`config.mk`:
```
export PLATFORM = sky130hd
export DESIGN_NAME = log_write_commit_tracker_flat
export DESIGN_NICKNAME = d
export VERILOG_FILES = /design/src/rtl/core/lwct_pkg.sv /design/src/rtl/core/lwct_ifs.sv /design/src/rtl/core/log_write_commit_tracker.sv /design/src/flat_wrapper.sv
export SDC_FILE = /design/constraint.sdc
export NUM_CORES = 1
export LEC_CHECK = 0
export BUFFER_PORTS_ARGS = -buffer_cell sky130_fd_sc_hd__buf_4
export CAP_MARGIN = 20
export CORE_MARGIN = 5
export CORE_UTILIZATION = 25
export DETAILED_ROUTE_END_ITERATION = 8
export PLACE_DENSITY_LB_ADDON = 0.05
export SLEW_MARGIN = 20
export SYNTH_ARGS = -nofsm -noshare
export SYNTH_HDL_FRONTEND = slang
export SYNTH_SLANG_ARGS = --single-unit
```
`constraint.sdc`:
```
create_clock -name clk -period 22.2 [get_ports clk]
set_clock_uncertainty 0.1 [all_clocks]
set_input_delay 4.44 -clock clk [delete_from_list [all_inputs] [get_ports clk]]
set_output_delay 4.44 -clock clk [all_outputs]
set_load 0.02 [all_outputs]
```
`src/rtl/core/lwct_pkg.sv`:
```
package lwct_pkg;

  localparam int unsigned LBA_W      = 32;
  localparam int unsigned MS_W       = 32;
  localparam int unsigned SEQ_W      = 32;
  localparam int unsigned RCOUNT_W   = 8;
  localparam int unsigned INTERVAL_W = 16;
  localparam int unsigned DATA_W     = 32;
  localparam int unsigned PADDR_W    = 5;
  localparam int unsigned REG_IDX_W  = 3;
  localparam int unsigned BIT_CNT_W  = 5;

  localparam int unsigned RING_INDEX_BITS_DEF = 8;

  localparam logic [REG_IDX_W-1:0] REG_DATA_START = 3'd0;
  localparam logic [REG_IDX_W-1:0] REG_CARD_COUNT = 3'd1;
  localparam logic [REG_IDX_W-1:0] REG_RING_START = 3'd2;
  localparam logic [REG_IDX_W-1:0] REG_RING_COUNT = 3'd3;
  localparam logic [REG_IDX_W-1:0] REG_INTERVAL   = 3'd4;
  localparam logic [REG_IDX_W-1:0] REG_STALL_TH   = 3'd5;

  localparam logic [LBA_W-1:0]      DATA_START_RST = 32'd32;
  localparam logic [LBA_W-1:0]      CARD_COUNT_RST = 32'd4194304;
  localparam logic [LBA_W-1:0]      RING_START_RST = 32'd0;
  localparam logic [RCOUNT_W-1:0]   RING_COUNT_RST = 8'd32;
  localparam logic [INTERVAL_W-1:0] INTERVAL_RST   = 16'd16;
  localparam logic [MS_W-1:0]       STALL_TH_RST   = 32'd20;

endpackage

```
`src/rtl/core/lwct_ifs.sv`:
```
interface lwct_commit_if import lwct_pkg::*; ();
  logic             valid;
  logic             ready;
  logic [LBA_W-1:0] wr_lba;
  logic [MS_W-1:0]  elapsed_ms;
  logic             checkpoint_written;

  modport source (output valid, wr_lba, elapsed_ms, checkpoint_written, input ready);
  modport sink (input valid, wr_lba, elapsed_ms, checkpoint_written, output ready);
endinterface

interface lwct_report_if import lwct_pkg::*; ();
  logic             valid;
  logic             ready;
  logic [LBA_W-1:0] next_lba;
  logic [SEQ_W-1:0] commit_seq;
  logic [MS_W-1:0]  worst_total_ms;
  logic [SEQ_W-1:0] stalls_seen;
  logic [LBA_W-1:0] checkpoint_lba;
  logic             checkpoint_due;

  modport source (output valid, next_lba, commit_seq, worst_total_ms, stalls_seen,
                  checkpoint_lba, checkpoint_due, input ready);
  modport sink (input valid, next_lba, commit_seq, worst_total_ms, stalls_seen,
                checkpoint_lba, checkpoint_due, output ready);
endinterface

```
`src/rtl/core/log_write_commit_tracker.sv`:
```
// one item at a time: a new item is accepted only when idle, after the previous item
//   has run two bit-serial passes (address, compares and sequence counter lsb first,
//   then a radix-2 modulo msb first with the stall counter lsb first)
// the output register lets the next item start while a result waits
// reset: synchronous, clears counters and ring slot, configuration registers
//   to their documented defaults
module log_write_commit_tracker import lwct_pkg::*; #(
  parameter int unsigned RING_INDEX_BITS = RING_INDEX_BITS_DEF
) (
  input  logic               clk,
  input  logic               rst,
  lwct_commit_if.sink        commit,
  lwct_report_if.source      report,
  input  logic               psel,
  input  logic               penable,
  input  logic               pwrite,
  input  logic [PADDR_W-1:0] paddr,
  input  logic [DATA_W-1:0]  pwdata,
  output logic [DATA_W-1:0]  prdata,
  output logic               pready
);

  localparam int unsigned CMP_W = (RING_INDEX_BITS > RCOUNT_W) ? RING_INDEX_BITS : RCOUNT_W;

  localparam logic [1:0] ST_IDLE = 2'd0;
  localparam logic [1:0] ST_ADD  = 2'd1;
  localparam logic [1:0] ST_MOD  = 2'd2;
  localparam logic [1:0] ST_FIN  = 2'd3;

  logic [LBA_W-1:0]      data_base;
  logic [LBA_W-1:0]      card_size;
  logic [LBA_W-1:0]      ring_start_lba;
  logic [RCOUNT_W-1:0]   ring_count;
  logic [INTERVAL_W-1:0] checkpoint_interval;
  logic [MS_W-1:0]       stall_limit;

  logic [SEQ_W-1:0]           seq_count;
  logic [MS_W-1:0]            worst_time;
  logic [SEQ_W-1:0]           stall_total;
  logic [RING_INDEX_BITS-1:0] ring_slot;

  logic [1:0]           state;
  logic [BIT_CNT_W-1:0] cnt;

  logic [LBA_W-1:0]           lba_sh;
  logic [MS_W-1:0]            ms_sh;
  logic [LBA_W-1:0]           addr_sh;
  logic [SEQ_W-1:0]           seq_sh;
  logic [SEQ_W-1:0]           d_sh;
  logic [LBA_W-1:0]           cp_sh;
  logic [SEQ_W-1:0]           stall_sh;
  logic [RING_INDEX_BITS-1:0] slot_new;
  logic [INTERVAL_W-1:0]      rem;

  logic ca, cs, cd, cr, ci;
  logic lt_ds, lt_card, gt_w, lt_th;

  logic [RING_INDEX_BITS-1:0] slot_inc;
  logic [RING_INDEX_BITS-1:0] slot_next;
  logic [LBA_W-1:0]           slot_ext;
  logic                       ab, sb1, db1, rb, msb, stb;
  logic [INTERVAL_W:0]        rem_sh;
  logic                       wr_en;

  // less-than flag including the msb compared in the same cycle
  function automatic logic lt_th_final(input logic lt, input logic a, input logic b);
    logic r;
    r = lt;
    if (a != b) r = b;
    return r;
  endfunction

  assign pready       = 1'b1;
  assign wr_en        = psel & penable & pwrite;
  assign commit.ready = (state == ST_IDLE);

  always_comb begin
    unique case (paddr[PADDR_W-1:2])
      REG_DATA_START: prdata = data_base;
      REG_CARD_COUNT: prdata = card_size;
      REG_RING_START: prdata = ring_start_lba;
      REG_RING_COUNT: prdata = DATA_W'(ring_count);
      REG_INTERVAL:   prdata = DATA_W'(checkpoint_interval);
      REG_STALL_TH:   prdata = stall_limit;
      default:        prdata = '0;
    endcase
  end

  always_ff @(posedge clk) begin
    if (rst) begin
      data_base           <= DATA_START_RST;
      card_size           <= CARD_COUNT_RST;
      ring_start_lba      <= RING_START_RST;
      ring_count          <= RING_COUNT_RST;
      checkpoint_interval <= INTERVAL_RST;
      stall_limit         <= STALL_TH_RST;
    end else if (wr_en) begin
      unique case (paddr[PADDR_W-1:2])
        REG_DATA_START: data_base           <= pwdata;
        REG_CARD_COUNT: card_size           <= pwdata;
        REG_RING_START: ring_start_lba      <= pwdata;
        REG_RING_COUNT: ring_count          <= pwdata[RCOUNT_W-1:0];
        REG_INTERVAL:   checkpoint_interval <= pwdata[INTERVAL_W-1:0];
        REG_STALL_TH:   stall_limit         <= pwdata;
        default: ;
      endcase
    end
  end

  // ring slot step, narrow enough to do at accept
  always_comb begin
    slot_inc  = ring_slot + 1'b1;
    slot_next = ring_slot;
    if (commit.checkpoint_written && (ring_count != '0)) begin
      if (CMP_W'(slot_inc) >= CMP_W'(ring_count)) begin
        slot_next = '0;
      end else begin
        slot_next = slot_inc;
      end
    end
  end

  // one bit of each serial datapath
  always_comb begin
    slot_ext = LBA_W'(slot_new);
    ab       = lba_sh[0] ^ ca;
    msb      = ms_sh[0];
    sb1      = seq_count[cnt] ^ cs;
    db1      = sb1 ^ cd;
    rb       = ring_start_lba[cnt] ^ slot_ext[cnt] ^ cr;
    stb      = stall_total[cnt] ^ ci;
    rem_sh   = {rem, d_sh[SEQ_W-1]};
  end

  always_ff @(posedge clk) begin
    if (rst) begin
      state        <= ST_IDLE;
      cnt          <= '0;
      report.valid <= 1'b0;
      seq_count    <= '0;
      worst_time   <= '0;
      stall_total  <= '0;
      ring_slot    <= '0;
    end else begin
      if (report.valid && report.ready && (state != ST_FIN)) begin
        report.valid <= 1'b0;
      end
      unique case (state)
        ST_IDLE: begin
          if (commit.valid) begin
            lba_sh   <= commit.wr_lba;
            ms_sh    <= commit.elapsed_ms;
            slot_new <= slot_next;
            ca       <= 1'b1;
            cs       <= 1'b1;
            cd       <= 1'b1;
            cr       <= 1'b0;
            lt_ds    <= 1'b0;
            lt_card  <= 1'b0;
            gt_w     <= 1'b0;
            lt_th    <= 1'b0;
            cnt      <= '0;
            state    <= ST_ADD;
          end
        end
        ST_ADD: begin
          lba_sh  <= {1'b0, lba_sh[LBA_W-1:1]};
          ms_sh   <= {msb, ms_sh[MS_W-1:1]};
          addr_sh <= {ab, addr_sh[LBA_W-1:1]};
          seq_sh  <= {sb1, seq_sh[SEQ_W-1:1]};
          d_sh    <= {db1, d_sh[SEQ_W-1:1]};
          cp_sh   <= {rb, cp_sh[LBA_W-1:1]};
          ca      <= lba_sh[0] & ca;
          cs      <= seq_count[cnt] & cs;
          cd      <= sb1 & cd;
          cr      <= (ring_start_lba[cnt] & slot_ext[cnt]) |
                     (cr & (ring_start_lba[cnt] ^ slot_ext[cnt]));
          if (ab != data_base[cnt]) lt_ds <= data_base[cnt];
          if (ab != card_size[cnt]) lt_card <= card_size[cnt];
          if (msb != worst_time[cnt]) gt_w <= msb;
          if (msb != stall_limit[cnt]) lt_th <= stall_limit[cnt];
          cnt <= cnt + 1'b1;
          if (cnt == '1) begin
            rem   <= '0;
            ci    <= ~lt_th_final(lt_th, msb, stall_limit[cnt]);
            state <= ST_MOD;
          end
        end
        ST_MOD: begin
          d_sh     <= {d_sh[SEQ_W-2:0], 1'b0};
          stall_sh <= {stb, stall_sh[SEQ_W-1:1]};
          ci       <= stall_total[cnt] & ci;
          if (rem_sh >= {1'b0, checkpoint_interval}) begin
            rem <= INTERVAL_W'(rem_sh - {1'b0, checkpoint_interval});
          end else begin
            rem <= rem_sh[INTERVAL_W-1:0];
          end
          cnt <= cnt + 1'b1;
          if (cnt == '1) begin
            state <= ST_FIN;
          end
        end
        ST_FIN: begin
          if (!report.valid || report.ready) begin
            seq_count   <= seq_sh;
            worst_time  <= gt_w ? ms_sh : worst_time;
            stall_total <= stall_sh;
            ring_slot   <= slot_new;

            report.valid          <= 1'b1;
            report.next_lba       <= (lt_ds || !lt_card) ? data_base : addr_sh;
            report.commit_seq     <= seq_sh;
            report.worst_total_ms <= gt_w ? ms_sh : worst_time;
            report.stalls_seen    <= stall_sh;
            report.checkpoint_lba <= (ring_count == '0) ? '0 : cp_sh;
            report.checkpoint_due <= (checkpoint_interval != '0) && (rem == '0);
            state                 <= ST_IDLE;
          end
        end
        default: state <= ST_IDLE;
      endcase
    end
  end

endmodule

```
`src/flat_wrapper.sv`:
```
// flat-port wrapper written by rule: the top's interface ports become plain ports
module log_write_commit_tracker_flat import lwct_pkg::*;
#(
  parameter int unsigned RING_INDEX_BITS = RING_INDEX_BITS_DEF
)
  (clk, rst, psel, penable, pwrite, paddr, pwdata, prdata, pready, commit_valid, commit_wr_lba, commit_elapsed_ms, commit_checkpoint_written, commit_ready, report_valid, report_next_lba, report_commit_seq, report_worst_total_ms, report_stalls_seen, report_checkpoint_lba, report_checkpoint_due, report_ready);
  lwct_commit_if commit_i ();
  lwct_report_if report_i ();
  input  logic clk;
  input  logic rst;
  input  logic psel;
  input  logic penable;
  input  logic pwrite;
  input  logic [PADDR_W-1:0] paddr;
  input  logic [DATA_W-1:0] pwdata;
  output logic [DATA_W-1:0] prdata;
  output logic pready;
  input wire logic [$bits(commit_i.valid)-1:0] commit_valid;
  input wire logic [$bits(commit_i.wr_lba)-1:0] commit_wr_lba;
  input wire logic [$bits(commit_i.elapsed_ms)-1:0] commit_elapsed_ms;
  input wire logic [$bits(commit_i.checkpoint_written)-1:0] commit_checkpoint_written;
  output wire logic [$bits(commit_i.ready)-1:0] commit_ready;
  output wire logic [$bits(report_i.valid)-1:0] report_valid;
  output wire logic [$bits(report_i.next_lba)-1:0] report_next_lba;
  output wire logic [$bits(report_i.commit_seq)-1:0] report_commit_seq;
  output wire logic [$bits(report_i.worst_total_ms)-1:0] report_worst_total_ms;
  output wire logic [$bits(report_i.stalls_seen)-1:0] report_stalls_seen;
  output wire logic [$bits(report_i.checkpoint_lba)-1:0] report_checkpoint_lba;
  output wire logic [$bits(report_i.checkpoint_due)-1:0] report_checkpoint_due;
  input wire logic [$bits(report_i.ready)-1:0] report_ready;
  assign commit_i.valid = commit_valid;
  assign commit_i.wr_lba = commit_wr_lba;
  assign commit_i.elapsed_ms = commit_elapsed_ms;
  assign commit_i.checkpoint_written = commit_checkpoint_written;
  assign commit_ready = commit_i.ready;
  assign report_valid = report_i.valid;
  assign report_next_lba = report_i.next_lba;
  assign report_commit_seq = report_i.commit_seq;
  assign report_worst_total_ms = report_i.worst_total_ms;
  assign report_stalls_seen = report_i.stalls_seen;
  assign report_checkpoint_lba = report_i.checkpoint_lba;
  assign report_checkpoint_due = report_i.checkpoint_due;
  assign report_i.ready = report_ready;
  log_write_commit_tracker #(.RING_INDEX_BITS(RING_INDEX_BITS)) u_core (.clk(clk), .rst(rst), .commit(commit_i), .report(report_i), .psel(psel), .penable(penable), .pwrite(pwrite), .paddr(paddr), .pwdata(pwdata), .prdata(prdata), .pready(pready));
endmodule
```
==> out/qor.json <==
{
  "worst_slew_pin_slew_ns": 1.086,
  "synth.area.top_cells": "sky130_fd_sc_hd__edfxtp_1, sky130_fd_sc_hd__dfxtp_1, sky130_fd_sc_hd__nand2_1, sky130_fd_sc_hd__mux2_2, sky130_fd_sc_hd__mux4_2",
  "first_global_vias": 19603,
  "cp_num_buf_inv": 2,
  "ff_latch_area_mm2": 0.01785,
  "syn-cell-area_mm2": 0.02865,
  "largest_net_degree_at_the_start_of_global_routing": 175,
  "final_sum_of_negative_setup_slack_ns": 0,
  "synthToLayoutAreaGrowth_pct": 23.23,
  "netlist_instances": 2392,
  "status": "finished, final reports clean",
  "synth_most_common_cell": "sky130_fd_sc_hd__nand2_1",
  "required_ns": 17.66,
  "achievable-frequency_ghz": 0.08922,
  "critPathMostFrequentCell": "sky130_fd_sc_hd__buf_4",
  "finish.instance_area_mm2": 0.03530,
  "netlist.top_cell.by_area": "sky130_fd_sc_hd__edfxtp_1",
  "hold_path_class": "reg -> reg",
  "cts_buffers": 87,
  "cts.repair.resized": 0,
  "worstPathArrival_ns": 6.67,
  "row_count": 124,
  "synth_flop_cell": "sky130_fd_sc_hd__edfxtp_1",
  "clock_tree_from_tritoncts": "built",
  "postRouteWirelength_um": 88750,
  "overall_die_height_um": 348.5,
  "wire_length_of_the_first_global_routing_pass_um": 132000,
  "cts_post_setup_buffers_inserted": 0,
  "numPortBuffers": 301,
  "critical_path.slowest_cell": "sky130_fd_sc_hd__and2_1",
  "initial_utilization": 0.2512,
  "power_density_mw_per_mm2": 100.7,
  "grt_setup_unrepaired": "no",
  "final.fill_count": 11548,
  "die-width_um": 348.5,
  "placedInstanceArea_mm2": 0.03250,
  "multi_input_comb_area_mm2": 0.01011,
  "ys_seq_elements": 682,
  "detailedPlacementHpwl_um": 59050,
  "power.total_mw": 3.555,
  "ant_nets": 0,
  "slowest_delay_ns": 0.76,
  "avgViaCountPerCell": 4.530,
  "critPathTopFamily": "simple AND/OR/NAND/NOR gates",
  "placeableCoreArea_mm2": 0.1140,
  "leakage_nw": 12.04,
  "h_tree_levels": 3,
  "startpoint_type": "input port",
  "timing.setup.critical_path_class": "in -> out",
  "clk_buf_depth": 3,
  "synth_edf_count": 418,
  "postSynthAreaPerCell_um2": 11.98,
  "report.final.hold_viol_count": 0,
  "ctsRootBufferMaster": "sky130_fd_sc_hd__clkbuf_16",
  "design.die.area_mm2": 0.1215,
  "maxSlewHeadroom": 0.2720,
  "final_period_minus_worst_setup_slack_ns": 11.21,
  "overflow": 0,
  "layout_cells_sized_above_1": 0.2595,
  "async_set_reset_flop_share_out_of_synthesis": 0,
  "drt_wl_cell_um": 20.91,
  "vias": 19231,
  "timing.critical_path.fanout_max": 34,
  "drt-initial-drc-count": 1080,
  "path_clk_slew_ns": 0.06,
  "path_cells": "buf_4 > nor2b_1 > and2_1 > a22oi_1 > nand2_1 > buf_4",
  "total_count_of_max_transition_violations_in_the_final_report": 0,
  "postSynthNetCount": 2538,
  "drt_pass1_iterations": 5,
  "ys_seq_area_frac": 0.6227,
  "route.detailed.drc": 0,
  "cts_sinks": 682,
  "crit_path_end_kind": "primary output",
  "gp_congestion": 0.7967,
  "synthTopCellsByCount": "sky130_fd_sc_hd__nand2_1, sky130_fd_sc_hd__edfxtp_1, sky130_fd_sc_hd__a21oi_1, sky130_fd_sc_hd__dfxtp_1, sky130_fd_sc_hd__mux2_2",
  "later_pin_clock_latency_in_the_skew_report_ns": 0.66,
  "yosysTopAreaCellShare": 0.4382,
  "top_level_ports": 305,
  "synth.lib_cells_used.distinct": 58,
  "vdd_drop_max_uv": 57.49,
  "antenna_found_initial": 6,
  "final_min_period_over_clock_period": 0.5049,
  "cts-hold-fix-buffers": 0,
  "design.final.nets": 2803,
  "synth_warnings": 0,
  "setup_viol_count_final": 0,
  "drv.max_cap_violation_count": 0,
  "worst_hold_slack_ns": 0.3389,
  "global_route_usage_over_all_layers": 0.1424
}
power by group:
part,leakage (nW),total (mW),switching [mW],internal [mW]
clock,1.37,1.38,0.570,0.808
sequential,5.96,1.63,0.0852,1.54
combinational,4.71,0.551,0.317,0.234
cell families after synthesis:
group | share of synthesized area
buf+inv | 0.02704
fa+ha+maj | 0.01668
xor+xnor | 0.005503
flops | 0.6227
compound gates | 0.08548
mux | 0.1319
simple gates | 0.1106
other cells | 0.0001309
metrics by stage:
step           setup slack (ns)  utilization  cells
2_1_floorplan             9.678            -   2392
3_3_place_gp              10.90       0.2849   4078
3_5_place_dp              10.90       0.2850   4079
4_1_cts                   10.88       0.3094   4243
5_1_grt                   10.81       0.3095   4244
6_report                  10.99       0.3096   4245
path summary, 6_finish.rpt:
path                                     from                           to  slack, ns  cells after the start
setup / recovery                     paddr[4]                   prdata[30]      10.99                      6
hold / removal    u_core.addr_sh[2]$_DFFE_PP_  u_core.addr_sh[1]$_DFFE_PP_       0.34                      0
setup reg to reg   u_core.cnt[0]$_SDFFE_PP0P_   u_core.cp_sh[31]$_DFFE_PP_      18.14                      6
hold reg to reg   u_core.addr_sh[2]$_DFFE_PP_  u_core.addr_sh[1]$_DFFE_PP_       0.34                      0
flip-flops by register name, summed over array words and instances, names as in the netlist, 16 cells and up:
signal,count
u_core.addr_sh,32
u_core.card_size,32
u_core.cp_sh,32
u_core.d_sh,32
u_core.data_base,32
u_core.lba_sh,32
u_core.ms_sh,32
u_core.report.checkpoint_lba,32
u_core.report.commit_seq,32
u_core.report.next_lba,32
u_core.report.stalls_seen,32
u_core.report.worst_total_ms,32
u_core.ring_start_lba,32
u_core.seq_count,32
u_core.seq_sh,32
u_core.stall_limit,32
u_core.stall_sh,32
u_core.stall_total,32
u_core.worst_time,32
u_core.checkpoint_interval,16
u_core.rem,16
layout by cell type (no fill, tap or decap), types with 4 or more instances in the layout:
cell type                     n
sky130_fd_sc_hd__nor4_1      13
sky130_fd_sc_hd__clkbuf_1    24
sky130_fd_sc_hd__o21a_1       8
sky130_fd_sc_hd__and3_1       7
sky130_fd_sc_hd__a211o_1      4
sky130_fd_sc_hd__a211oi_1     4
sky130_fd_sc_hd__a22oi_1     51
sky130_fd_sc_hd__mux4_2      61
sky130_fd_sc_hd__a31oi_1      4
sky130_fd_sc_hd__nand2_1    560
sky130_fd_sc_hd__and2_1      38
sky130_fd_sc_hd__buf_4      329
sky130_fd_sc_hd__o221ai_1     7
sky130_fd_sc_hd__nand2b_1     9
sky130_fd_sc_hd__xor2_1      10
sky130_fd_sc_hd__o21ai_0     31
sky130_fd_sc_hd__edfxtp_1   418
sky130_fd_sc_hd__xnor2_1      8
sky130_fd_sc_hd__clkinv_1    10
sky130_fd_sc_hd__clkbuf_16   89
sky130_fd_sc_hd__nor2_1      54
sky130_fd_sc_hd__nor2b_1     23
sky130_fd_sc_hd__nand3b_1     6
sky130_fd_sc_hd__mux2_2     162
sky130_fd_sc_hd__dfxtp_1    261
sky130_fd_sc_hd__nor3_1       8
sky130_fd_sc_hd__inv_1       34
sky130_fd_sc_hd__a21o_1       7
sky130_fd_sc_hd__a21oi_1    270
sky130_fd_sc_hd__clkinv_2    20
sky130_fd_sc_hd__mux2i_1     58
sky130_fd_sc_hd__nand3_1     12
sky130_fd_sc_hd__clkbuf_8    10
sky130_fd_sc_hd__o22ai_1     16
sky130_fd_sc_hd__ha_1        33
final cells by class:
class | instances | area share
Antenna cell | 1 | 0.00007089
Multi-Input combinational cell | 1518 | 0.2865
Clock inverter | 41 | 0.009392
Inverter | 35 | 0.003757
Sequential cell | 682 | 0.5055
Tap cell | 1512 | 0.05359
Timing Repair Buffer | 333 | 0.07160
Clock buffer | 123 | 0.06954
routing by layer:
metal	routed length (um)	vias to the layer above	part of all wire	track usage
li1	-	9159	-	-
met1	39240	9489	0.44	0.1881
met2	42480	432	0.48	0.2351
met3	4847	141	0.055	0.03297
met4	2124	10	0.024	0.03952
met5	58	-	0.00065	0
(Power assumes the default switching activity.)
